$ cat config.mk
export PLATFORM = sky130hd
export DESIGN_NAME = rtc_registers_to_epoch_unit_flat
export DESIGN_NICKNAME = d
export VERILOG_FILES = /design/src/sv/rte_pkg.sv /design/src/sv/rte_if.sv /design/src/sv/rtc_registers_to_epoch_unit.sv /design/src/flat_wrapper.sv
export SDC_FILE = /design/constraint.sdc
export NUM_CORES = 1
export LEC_CHECK = 0
export BUFFER_PORTS_ARGS = -buffer_cell sky130_fd_sc_hd__buf_2
export CORE_MARGIN = 8
export CORE_UTILIZATION = 62
export CTS_CLUSTER_DIAMETER = 200
export DETAILED_ROUTE_END_ITERATION = 16
export PLACE_DENSITY = 0.93
export SLEW_MARGIN = 40
export SYNTH_ARGS = -nofsm -noshare
export SYNTH_HDL_FRONTEND = slang
export SYNTH_SLANG_ARGS = --single-unit
$ cat constraint.sdc
create_clock -name i_clk -period 8.2 [get_ports i_clk]
set_input_delay 1.64 -clock i_clk [delete_from_list [all_inputs] [get_ports i_clk]]
set_output_delay 1.64 -clock i_clk [all_outputs]
set_load 0.02 [all_outputs]
$ cat src/sv/rte_pkg.sv
// ----------------------------------------------------------------------------
// rte_pkg
// shared types, status codes and calendar table for the rtc-to-epoch unit
// ----------------------------------------------------------------------------
`default_nettype none

package rte_pkg;

    typedef enum logic [2:0] {
        ST_OK        = 3'd0,
        ST_FLOATING  = 3'd1,
        ST_HALTED    = 3'd2,
        ST_FIELD     = 3'd3,
        ST_YEAR      = 3'd4
    } t_status;

    // days from 1970-01-01 to 2000-03-01, minus one for the day-of-month offset
    localparam logic [15:0] DAYS_BASE    = 16'd11016;
    localparam logic [16:0] SECS_PER_DAY = 17'd86400;
    localparam logic [11:0] YEAR_BASE    = 12'd2000;
    localparam logic [7:0]  YY_MIN       = 8'd24;
    localparam logic [7:0]  YY_MAX       = 8'd89;

    typedef struct packed {
        t_status     status;
        logic [11:0] full_year;
        logic [3:0]  month_num;
        logic [4:0]  day_num;
        logic [4:0]  hour_num;
        logic [5:0]  minute_num;
        logic [5:0]  second_num;
    } t_fields;

    // days from march 1 to the first of the month, year starting in march
    function automatic logic [8:0] month_offset(input logic [3:0] mon);
        logic [8:0] off;
        unique case (mon)
            4'd3:    off = 9'd0;
            4'd4:    off = 9'd31;
            4'd5:    off = 9'd61;
            4'd6:    off = 9'd92;
            4'd7:    off = 9'd122;
            4'd8:    off = 9'd153;
            4'd9:    off = 9'd184;
            4'd10:   off = 9'd214;
            4'd11:   off = 9'd245;
            4'd12:   off = 9'd275;
            4'd1:    off = 9'd306;
            4'd2:    off = 9'd337;
            default: off = 9'd0;
        endcase
        return off;
    endfunction

    // nibble-wise bcd decode, digits above nine taken at face value
    function automatic logic [7:0] bcd_value(input logic [7:0] b);
        return 8'(8'(b[7:4]) * 8'd10 + 8'(b[3:0]));
    endfunction

endpackage

`default_nettype wire

$ cat src/sv/rte_if.sv
// ----------------------------------------------------------------------------
// rte_if
// valid/ready channels for raw rtc register requests and decoded results
// ----------------------------------------------------------------------------
`default_nettype none

interface rte_in_if;
    logic       valid;
    logic       ready;
    logic [7:0] sec_reg;
    logic [7:0] min_reg;
    logic [7:0] hour_reg;
    logic [7:0] date_reg;
    logic [7:0] month_reg;
    logic [7:0] weekday_reg;
    logic [7:0] year_reg;

    modport source (
        output valid, sec_reg, min_reg, hour_reg, date_reg, month_reg,
               weekday_reg, year_reg,
        input  ready
    );
    modport sink (
        input  valid, sec_reg, min_reg, hour_reg, date_reg, month_reg,
               weekday_reg, year_reg,
        output ready
    );
endinterface

interface rte_out_if;
    logic        valid;
    logic        ready;
    logic [2:0]  status;
    logic [31:0] epoch_seconds;
    logic [11:0] full_year;
    logic [3:0]  month_num;
    logic [4:0]  day_num;
    logic [4:0]  hour_num;
    logic [5:0]  minute_num;
    logic [5:0]  second_num;

    modport source (
        output valid, status, epoch_seconds, full_year, month_num, day_num,
               hour_num, minute_num, second_num,
        input  ready
    );
    modport sink (
        input  valid, status, epoch_seconds, full_year, month_num, day_num,
               hour_num, minute_num, second_num,
        output ready
    );
endinterface

`default_nettype wire

$ cat src/sv/rtc_registers_to_epoch_unit.sv
// ----------------------------------------------------------------------------
// rtc_registers_to_epoch_unit
// a result passes through four register stages (decode, day count, day
// seconds, output) between the request accept and the result
// throughput: one request per cycle while the output accepts results
// stalls back up stage by stage; a stage holds while it is full and the next one cannot move on
// reset clears all stage valid bits, payload registers are not reset
// checks raw bcd rtc registers and converts them to utc epoch seconds
// ----------------------------------------------------------------------------
`default_nettype none

module rtc_registers_to_epoch_unit (
    input  wire        i_clk,
    input  wire        i_rst_n,
    rte_in_if.sink     i_in,
    rte_out_if.source  o_out
);
    import rte_pkg::*;

    // stage enables
    logic en1, en2, en3, en4;

    // stage 1: decode and check
    logic    r_s1_valid;
    t_fields r_s1_f,   n_s1_f;
    logic [6:0] r_s1_yoe, n_s1_yoe;

    logic [7:0] sec_v, min_v, hour_v, date_v, mon_v, yy_v, h12_v;
    logic       floating;

    // stage 2: day count and time of day
    logic        r_s2_valid;
    t_fields     r_s2_f;
    logic [15:0] r_s2_days, n_s2_days;
    logic [16:0] r_s2_tod,  n_s2_tod;

    // stage 3: day seconds
    logic        r_s3_valid;
    t_fields     r_s3_f;
    logic [31:0] r_s3_prod;
    logic [16:0] r_s3_tod;

    // stage 4: output register
    logic        r_s4_valid;
    t_fields     r_s4_f;
    logic [31:0] r_s4_epoch, n_s4_epoch;

    assign en4 = !r_s4_valid || o_out.ready;
    assign en3 = !r_s3_valid || en4;
    assign en2 = !r_s2_valid || en3;
    assign en1 = !r_s1_valid || en2;
    assign i_in.ready = en1;

    always_comb begin
        floating = (i_in.sec_reg == 8'hFF && i_in.min_reg == 8'hFF &&
                    i_in.hour_reg == 8'hFF && i_in.date_reg == 8'hFF &&
                    i_in.month_reg == 8'hFF && i_in.weekday_reg == 8'hFF &&
                    i_in.year_reg == 8'hFF) ||
                   (i_in.sec_reg == 8'h00 && i_in.min_reg == 8'h00 &&
                    i_in.hour_reg == 8'h00 && i_in.date_reg == 8'h00 &&
                    i_in.month_reg == 8'h00 && i_in.weekday_reg == 8'h00 &&
                    i_in.year_reg == 8'h00);
        sec_v  = bcd_value({1'b0, i_in.sec_reg[6:0]});
        min_v  = bcd_value({1'b0, i_in.min_reg[6:0]});
        date_v = bcd_value({2'b0, i_in.date_reg[5:0]});
        mon_v  = bcd_value({3'b0, i_in.month_reg[4:0]});
        yy_v   = bcd_value(i_in.year_reg);
        h12_v  = bcd_value({3'b0, i_in.hour_reg[4:0]});
        if (i_in.hour_reg[7]) begin
            // hour mod 12, decoded hour reaches 25 with digits above nine
            hour_v = ((h12_v >= 8'd24) ? h12_v - 8'd24 :
                      (h12_v >= 8'd12) ? h12_v - 8'd12 : h12_v) +
                     (i_in.hour_reg[5] ? 8'd12 : 8'd0);
        end else begin
            hour_v = bcd_value({2'b0, i_in.hour_reg[5:0]});
        end

        n_s1_f   = '0;
        n_s1_yoe = '0;
        priority if (floating) begin
            n_s1_f.status = ST_FLOATING;
        end else if (i_in.sec_reg[7]) begin
            n_s1_f.status = ST_HALTED;
        end else if (sec_v > 8'd59 || min_v > 8'd59 || hour_v > 8'd23 ||
                     date_v < 8'd1 || date_v > 8'd31 ||
                     mon_v < 8'd1 || mon_v > 8'd12) begin
            n_s1_f.status = ST_FIELD;
        end else if (yy_v < YY_MIN || yy_v > YY_MAX) begin
            n_s1_f.status = ST_YEAR;
        end else begin
            n_s1_f.status     = ST_OK;
            n_s1_f.full_year  = YEAR_BASE + 12'(yy_v);
            n_s1_f.month_num  = mon_v[3:0];
            n_s1_f.day_num    = date_v[4:0];
            n_s1_f.hour_num   = hour_v[4:0];
            n_s1_f.minute_num = min_v[5:0];
            n_s1_f.second_num = sec_v[5:0];
            // year of era counted from 2000, march-based
            n_s1_yoe = 7'(yy_v - ((mon_v <= 8'd2) ? 8'd1 : 8'd0));
        end
    end

    always_comb begin
        n_s2_days = DAYS_BASE + 16'(r_s1_yoe) * 16'd365 + 16'(r_s1_yoe[6:2]) +
                    16'(month_offset(r_s1_f.month_num)) + 16'(r_s1_f.day_num);
        n_s2_tod  = 17'(r_s1_f.hour_num) * 17'd3600 +
                    17'(r_s1_f.minute_num) * 17'd60 + 17'(r_s1_f.second_num);
    end

    always_comb begin
        n_s4_epoch = (r_s3_f.status == ST_OK) ? r_s3_prod + 32'(r_s3_tod) : '0;
    end

    always_ff @(posedge i_clk) begin
        if (!i_rst_n) begin
            r_s1_valid <= 1'b0;
            r_s2_valid <= 1'b0;
            r_s3_valid <= 1'b0;
            r_s4_valid <= 1'b0;
        end else begin
            if (en1) r_s1_valid <= i_in.valid;
            if (en2) r_s2_valid <= r_s1_valid;
            if (en3) r_s3_valid <= r_s2_valid;
            if (en4) r_s4_valid <= r_s3_valid;
        end
    end

    always_ff @(posedge i_clk) begin
        if (en1 && i_in.valid) begin
            r_s1_f   <= n_s1_f;
            r_s1_yoe <= n_s1_yoe;
        end
        if (en2 && r_s1_valid) begin
            r_s2_f    <= r_s1_f;
            r_s2_days <= n_s2_days;
            r_s2_tod  <= n_s2_tod;
        end
        if (en3 && r_s2_valid) begin
            r_s3_f    <= r_s2_f;
            r_s3_prod <= 32'(33'(r_s2_days) * 33'(SECS_PER_DAY));
            r_s3_tod  <= r_s2_tod;
        end
        if (en4 && r_s3_valid) begin
            r_s4_f     <= r_s3_f;
            r_s4_epoch <= n_s4_epoch;
        end
    end

    assign o_out.valid         = r_s4_valid;
    assign o_out.status        = r_s4_f.status;
    assign o_out.epoch_seconds = r_s4_epoch;
    assign o_out.full_year     = r_s4_f.full_year;
    assign o_out.month_num     = r_s4_f.month_num;
    assign o_out.day_num       = r_s4_f.day_num;
    assign o_out.hour_num      = r_s4_f.hour_num;
    assign o_out.minute_num    = r_s4_f.minute_num;
    assign o_out.second_num    = r_s4_f.second_num;

    a_no_valid_after_reset: assert property (@(posedge i_clk)
        $past(!i_rst_n) |-> !o_out.valid)
        else $error("result valid right after reset");

    a_bad_status_zero: assert property (@(posedge i_clk) disable iff (!i_rst_n)
        (o_out.valid && o_out.status != ST_OK) |->
        (o_out.epoch_seconds == 32'd0 && o_out.full_year == 12'd0 &&
         o_out.month_num == 4'd0 && o_out.day_num == 5'd0))
        else $error("fields not cleared on error status");

    a_ok_year_range: assert property (@(posedge i_clk) disable iff (!i_rst_n)
        (o_out.valid && o_out.status == ST_OK) |->
        (o_out.full_year >= 12'd2024 && o_out.full_year <= 12'd2089 &&
         o_out.month_num >= 4'd1 && o_out.month_num <= 4'd12))
        else $error("ok result with date out of range");

    a_ok_time_range: assert property (@(posedge i_clk) disable iff (!i_rst_n)
        (o_out.valid && o_out.status == ST_OK) |->
        (o_out.hour_num <= 5'd23 && o_out.minute_num <= 6'd59 &&
         o_out.second_num <= 6'd59 && o_out.epoch_seconds != 32'd0))
        else $error("ok result with time out of range");

endmodule

`default_nettype wire
$ cat src/flat_wrapper.sv
// flat-port wrapper written by rule: the top's interface ports become plain ports
module rtc_registers_to_epoch_unit_flat import rte_pkg::*;
  (i_clk, i_rst_n, i_in_valid, i_in_sec_reg, i_in_min_reg, i_in_hour_reg, i_in_date_reg, i_in_month_reg, i_in_weekday_reg, i_in_year_reg, i_in_ready, o_out_valid, o_out_status, o_out_epoch_seconds, o_out_full_year, o_out_month_num, o_out_day_num, o_out_hour_num, o_out_minute_num, o_out_second_num, o_out_ready);
  rte_in_if i_in_i ();
  rte_out_if o_out_i ();
  input  wire i_clk;
  input  wire i_rst_n;
  input wire logic [$bits(i_in_i.valid)-1:0] i_in_valid;
  input wire logic [$bits(i_in_i.sec_reg)-1:0] i_in_sec_reg;
  input wire logic [$bits(i_in_i.min_reg)-1:0] i_in_min_reg;
  input wire logic [$bits(i_in_i.hour_reg)-1:0] i_in_hour_reg;
  input wire logic [$bits(i_in_i.date_reg)-1:0] i_in_date_reg;
  input wire logic [$bits(i_in_i.month_reg)-1:0] i_in_month_reg;
  input wire logic [$bits(i_in_i.weekday_reg)-1:0] i_in_weekday_reg;
  input wire logic [$bits(i_in_i.year_reg)-1:0] i_in_year_reg;
  output wire logic [$bits(i_in_i.ready)-1:0] i_in_ready;
  output wire logic [$bits(o_out_i.valid)-1:0] o_out_valid;
  output wire logic [$bits(o_out_i.status)-1:0] o_out_status;
  output wire logic [$bits(o_out_i.epoch_seconds)-1:0] o_out_epoch_seconds;
  output wire logic [$bits(o_out_i.full_year)-1:0] o_out_full_year;
  output wire logic [$bits(o_out_i.month_num)-1:0] o_out_month_num;
  output wire logic [$bits(o_out_i.day_num)-1:0] o_out_day_num;
  output wire logic [$bits(o_out_i.hour_num)-1:0] o_out_hour_num;
  output wire logic [$bits(o_out_i.minute_num)-1:0] o_out_minute_num;
  output wire logic [$bits(o_out_i.second_num)-1:0] o_out_second_num;
  input wire logic [$bits(o_out_i.ready)-1:0] o_out_ready;
  assign i_in_i.valid = i_in_valid;
  assign i_in_i.sec_reg = i_in_sec_reg;
  assign i_in_i.min_reg = i_in_min_reg;
  assign i_in_i.hour_reg = i_in_hour_reg;
  assign i_in_i.date_reg = i_in_date_reg;
  assign i_in_i.month_reg = i_in_month_reg;
  assign i_in_i.weekday_reg = i_in_weekday_reg;
  assign i_in_i.year_reg = i_in_year_reg;
  assign i_in_ready = i_in_i.ready;
  assign o_out_valid = o_out_i.valid;
  assign o_out_status = o_out_i.status;
  assign o_out_epoch_seconds = o_out_i.epoch_seconds;
  assign o_out_full_year = o_out_i.full_year;
  assign o_out_month_num = o_out_i.month_num;
  assign o_out_day_num = o_out_i.day_num;
  assign o_out_hour_num = o_out_i.hour_num;
  assign o_out_minute_num = o_out_i.minute_num;
  assign o_out_second_num = o_out_i.second_num;
  assign o_out_i.ready = o_out_ready;
  rtc_registers_to_epoch_unit u_core (.i_clk(i_clk), .i_rst_n(i_rst_n), .i_in(i_in_i), .o_out(o_out_i));
endmodule
==> results of run 1 <==
[registers in the layout (all words and copies together) (netlist names), 4 cells and up, named ones only]
register	cells
u_core.r_s1_f	40
u_core.r_s2_f	38
u_core.r_s3_f	38
u_core.o_out.epoch_seconds	32
u_core.r_s3_prod	25
u_core.r_s2_tod	17
u_core.r_s3_tod	17
u_core.r_s2_days	16
u_core.o_out.full_year	11
u_core.r_s1_yoe	7
u_core.o_out.minute_num	6
u_core.o_out.second_num	6
u_core.o_out.day_num	5
u_core.o_out.hour_num	5
u_core.o_out.month_num	4
[critical path, stage by stage]
cell     delay, ns
buf_2         0.13
ha_1          0.36
xnor2_1       0.53
ha_1          0.26
or3b_4        0.41
a22oi_1       0.16
nor2_1        0.06
a21oi_1       0.11
o22ai_1       0.14
fa_1          0.50
or4_1         0.52
nand3_1       0.12
o211a_1       0.48
nand3_1       0.22
o21ai_2       0.29
inv_1         0.15
ha_1          0.26
nor3_1        0.19
a31oi_1       0.06
[per-layer routing]
layer	track usage (%)	vias to the layer above	routed length [µm]	share of wire [%]
met4	8.09	0	1420	3.6
met1	26.9	5903	15500	39
li1	-	5729	-	-
met3	4.68	118	3160	8.0
met5	0	-	0	0
met2	38.1	488	19500	49
[cells in the final DEF (no fill, tap or decap), types with 4 or more instances in the layout]
cell,instances
nor3_1,23
nor2_1,84
o21ai_0,42
nand4_1,21
nor4_1,21
o211ai_1,8
clkinvlp_4,4
buf_2,134
ha_1,246
a31oi_1,4
nand2_1,50
and2_1,13
dfxtp_1,13
xor2_1,22
or3_1,8
nand2b_1,11
nor3b_1,7
inv_1,233
mux2i_1,13
clkbuf_16,28
a21o_1,27
xnor2_1,74
edfxtp_1,270
a211oi_1,11
o2111ai_1,6
o21a_1,9
a21boi_0,4
and3_1,29
nor2b_1,14
o21bai_1,15
a21oi_1,61
fa_1,85
nand3_1,18
clkbuf_1,11
[through the flow]
step / instance area (µm²) / hold WS, ns / worst slack [ns] / util [%] / instances
floorplan: 18300 / 0.400 / 0.564 / - / 1526
global placement: 19500 / 0.402 / 1.60 / 66.2 / 2036
global route: 20400 / 0.413 / 1.74 / 69.3 / 2088
detailed placement: 19500 / 0.405 / 1.61 / 66.3 / 2036
CTS: 20400 / 0.413 / 2.12 / 69.3 / 2087
finish: 20400 / 0.414 / 2.02 / 69.3 / 2088
[synthesized netlist by cell type, drive strengths merged (3+ instances only)]
cell type    n  area (µm²)
clkbuf      12        46.3
a21boi       5        37.5
o21bai      15         113
o31ai        3        22.5
nand3       18        90.1
nand2b      11        68.8
o211ai       8        60.1
o2111ai      6        52.6
or3          8        50.1
and3        29         181
inv        234         878
nor4        21         131
nor2b       16         100
o21ai       44         224
nor3b        7        52.6
a31o         3        26.3
a2111oi      3        26.3
nand4       21         131
and2        13        81.3
fa          85        1700
edfxtp     270        8110
nor2        84         315
buf          6        37.5
a211oi      13         108
ha         246        3080
dfxtp       13         260
or2          3        18.8
nand2       51         199
o21a         9        67.6
a21o        27         203
and4         3        28.8
a31oi        6        58.8
a21oi       61         305
mux2i       13         130
xor2        22         193
xnor2       75         664
nor3        24         120
[area by class of cell]
type	count	area, µm²	share of cell area, %
Multi-Input combinational cell	991	9040	44.4
Sequential cell	283	8370	41.0
Inverter	234	878	4.31
Clock buffer	39	742	3.64
Timing Repair Buffer	139	719	3.53
Tap cell	390	488	2.39
Clock inverter	12	146	0.718
[cell families (layout without fill, tap and decap cells)]
| kind of cell | Yosys count | in the layout | synth area share, % |
|---|---|---|---|
| adder cells (fa/ha/maj) | 332 | 332 | 26.1 |
| AND/OR/NAND/NOR | 320 | 320 | 9.08 |
| flip-flops | 283 | 283 | 45.6 |
| buffers and inverters | 252 | 424 | 5.25 |
| AO/OA/AOI/OAI | 228 | 228 | 8.47 |
| XOR/XNOR | 97 | 97 | 4.67 |
| multiplexers | 14 | 14 | 0.771 |
[how the worst min path moves through the flow]
stage                                  from                         to  slack [ns]  cells after the start
after floorplan           u_core.r_s3_f[17]    u_core.o_out.day_num[0]        0.40                      0
after global placement    u_core.r_s2_f[22]          u_core.r_s3_f[22]        0.40                      0
after detailed placement  u_core.r_s3_f[29]  u_core.o_out.full_year[3]        0.40                      0
after CTS                 u_core.r_s3_f[16]   u_core.o_out.hour_num[4]        0.41                      0
after global routing      u_core.r_s3_f[16]   u_core.o_out.hour_num[4]        0.41                      0
final                     u_core.r_s3_f[16]   u_core.o_out.hour_num[4]        0.41                      0
==> flow_summary.yaml, run 1 <==
sta:
  hold_viol: 0
  finClkSkew_ns: 0.0121
  max_freq_mhz: 162
  rsz0062_at_grt: "no"
  period_needed_ns: 6.18
  relSlewSlack_pct: 50.5
  setup_viol: 0
  fin_crit_sh_pct: 75.3
  worst_pin_slew_ns: 0.737
  slew_violations: 0
  fin_tns_setup_ns: 0
logic_synthesis:
  avgSynthCellArea_um2: 12.0
  synth_edf_count: 270
  synthArstFlopShare_pct: 0
  ys_warn_count: 0
  ys_seq_area_share_pct: 45.6
  synth-seq-cells: 283
  synthCells: 1526
  synthFlopType: "edfxtp_1"
  netlist-cell-type-count: 77
  syn_nets: 1917
  netlist_area_um2: 18300
global_routing:
  grt_max_degree: 72
  grt_use_total_pct: 22.0
  grt_pass1_wl_um: 63600
  grt_pass1_vias: 12700
  antenna_found_initial: 0
  overflow: 0
setup_path:
  crit_type: "primary input to flop"
  r2r_setup_slack_ns: 2.74
  startpoint: "i_in_hour_reg[4]"
  path_max_fanout: 18
  cp.arrival_ns: 6.59
  worstReg2RegEnd: "u_core.r_s2_days[13]"
  worstSetupEndpointType: "flop"
  cp.required_ns: 8.61
  cp-start-kind: "primary input"
  r2r-start: "u_core.r_s1_yoe[5]"
  ff2ff_path_depth: 14
run_status:
  status: "finished, final reports clean"
place:
  dp.final_hpwl_um: 30000
  gp_congestion: 0.898
  port_buffers: 134
clock_tree:
  clk_path_buf_depth: 3
  cts_post_setup_buffers_inserted: 0
  cts_tree: "built"
  clk_pin_slew_ns: 0.07
  cts_inserted_buffers: 28
  htreeDepth: 1
  cts-resized-gates: 0
  root_buffer: "clkbuf_16"
  clk_latency_ns: 0.55
  cts_hold_buf: 0
  clock-sinks: 283
detailed_routing:
  wl_per_cell_um: 19.0
  firstDrtPassIters: 5
  drt-total-wl_um: 39600
  route.vias.total: 12200
  drc: 0
  drt-vias-per-instance: 5.86
  drt-initial-drc-count: 866
  ant_nets: 0
finish:
  fillerInstances: 1887
  final_nets: 2068
  antenna_cells: 0
  area_delta_synth_final_pct: 11.2
  drive_gt1_share_pct: 11.8
worst_hold_path:
  min_path_type: "flop to flop"
floorplan:
  io_pins: 135
  initial_core_util_pct: 62.4
  core_um2: 29400
  row_count: 63
  die_h_um: 188
  die_x_um: 188
  dieArea_um2: 35300
run:
  cap_violations: 0
Power of run 1 is not shown: default switching activity piles up to over one toggle a cycle in this logic, so the estimate is an artifact.
==> run 2: changes to the inputs <==
==> constraint.sdc (replaced) <==
create_clock -name i_clk -period 5.79 [get_ports i_clk]
set_input_delay 1.158 -clock i_clk [delete_from_list [all_inputs] [get_ports i_clk]]
set_output_delay 1.158 -clock i_clk [all_outputs]
set_load 0.02 [all_outputs]
==> run 2 against run 1 <==
  * Non-clock buffer count increased by 4
  * Global-route usage about the same
  * Die area unchanged
  * Sequential share of layout area decreased by 0.22 points
  * Critical path depth decreased by 4
  * Core utilization increased by 0.37 points
  * Clock-buffer cell count decreased by 3
  * Cell count about the same
  * First-iteration DRC count increased by 15%
  * Hold slack about the same
  * Worst setup slack got worse by 1.5 ns
  * Clock skew increased by 0.010 ns
  * Largest cell class unchanged
==> flow_summary.yaml, run 2 (same netlist as run 1, synthesis figures left out) <==
run_status:
  status: "finished, final reports clean"
setup_path:
  cp-start-kind: "flop"
  worstSetupEndpointType: "flop"
  cp_cell_sequence: "fa_1 -> ha_1 -> ha_1 -> inv_1 -> fa_1 -> fa_1 -> inv_1 -> ha_1 -> nor2b_1 -> o21ai_0 -> a21boi_0 -> o21ai_0 -> a211oi_1 -> o31ai_1 -> o311ai_0"
  path_max_fanout: 6
  crit_family: "adder cells"
  slowest_delay_ns: 0.60
  cp.required_ns: 6.05
  crit_type: "flop to flop"
  critPathSlowestCell: "o31ai_1"
  cp.buffers_inverters: 2
  cp.arrival_ns: 5.56
sta:
  finClkSkew_ns: 0.0226
  slew_violations: 0
  fin_crit_sh_pct: 91.5
  rsz0062_at_grt: "no"
  setup_viol: 0
  period_needed_ns: 5.30
  fin_tns_setup_ns: 0
  relSlewSlack_pct: 43.9
  hold_viol: 0
  worst_pin_slew_ns: 0.835
  max_freq_mhz: 189
  holdWs_ns: 0.414
  fin_ws_ns: 0.495
detailed_routing:
  firstDrtPassIters: 6
  drt-vias-per-instance: 5.92
  drt-total-wl_um: 39700
  drc: 0
  ant_nets: 0
  route.vias.total: 12400
  drt-initial-drc-count: 1000
  wl_per_cell_um: 19.0
finish:
  area_delta_synth_final_pct: 11.8
  utilization_pct: 69.7
  final_nets: 2072
  final_common_cell: "edfxtp_1"
  mostFrequentLayoutCells: "edfxtp_1, ha_1, inv_1"
  drive_gt1_share_pct: 12.4
  reg_top3: "u_core.r_s1_f: 40 flops, u_core.r_s2_f: 38 flops, u_core.r_s3_f: 38 flops"
  largest_reg_flops: 40
  antenna_cells: 0
  largest-register: "u_core.r_s1_f"
global_routing:
  antenna_found_initial: 0
  grt_use_total_pct: 22.0
  overflow: 0
  grt_pass1_vias: 12700
  grt_pass1_wl_um: 63600
  grt_max_degree: 73
floorplan:
  row_count: 63
  initial_core_util_pct: 62.4
  dieArea_um2: 35300
  core_um2: 29400
  io_pins: 135
  die_h_um: 188
  die_x_um: 188
clock_tree:
  cts_tree: "built"
  cts_inserted_buffers: 28
  clock-sinks: 283
  clk_path_buf_depth: 3
  cts_hold_buf: 0
  root_buffer: "clkbuf_16"
  clk_pin_slew_ns: 0.06
  htreeDepth: 1
  cts-resized-gates: 0
  cts_post_setup_buffers_inserted: 0
  clk_latency_ns: 0.56
worst_hold_path:
  min_path_type: "flop to flop"
place:
  port_buffers: 134
  dp.final_hpwl_um: 30200
  dp_slack_ns: 0.0636
  gp_congestion: 0.932
run:
  cap_violations: 0
run 2: area by class of cell:
type / instances / area (µm²)
clock inverter: 13 / 203
tap: 390 / 488
multi-input combinational: 991 / 9040
timing repair buffer: 143 / 753
fill: 1870 / 8910
inverter: 234 / 878
sequential: 283 / 8370
clock buffer: 36 / 761
run 2: layer usage:
| metal | up-vias | track usage, % | part of all wire [%] | wire length [µm] |
|---|---|---|---|---|
| li1 | 5720 | - | - | - |
| met1 | 5945 | 26.1 | 39 | 15500 |
| met2 | 573 | 39.6 | 50 | 19900 |
| met3 | 136 | 3.68 | 7.2 | 2850 |
| met4 | 0 | 8.27 | 3.9 | 1530 |
| met5 | - | 0 | 0 | 0 |
run 2: worst paths after layout:
check                        endpoint  slack (ns)                from  cells after the start
max              u_core.r_s2_days[14]        0.49  u_core.r_s1_yoe[0]                     15
min          u_core.o_out.hour_num[2]        0.41   u_core.r_s3_f[14]                      0
max reg2reg      u_core.r_s2_days[14]        0.49  u_core.r_s1_yoe[0]                     15
min reg2reg  u_core.o_out.hour_num[2]        0.41   u_core.r_s3_f[14]                      0
run 2: per-stage QoR:
stage / std cells / cell area (µm²)
detailed placement: 2040 / 19500
finish: 2090 / 20500
global placement: 2040 / 19500
CTS: 2089 / 20500
floorplan: 1526 / 18300
global route: 2090 / 20500
Power of run 2 is left out for the same reason.
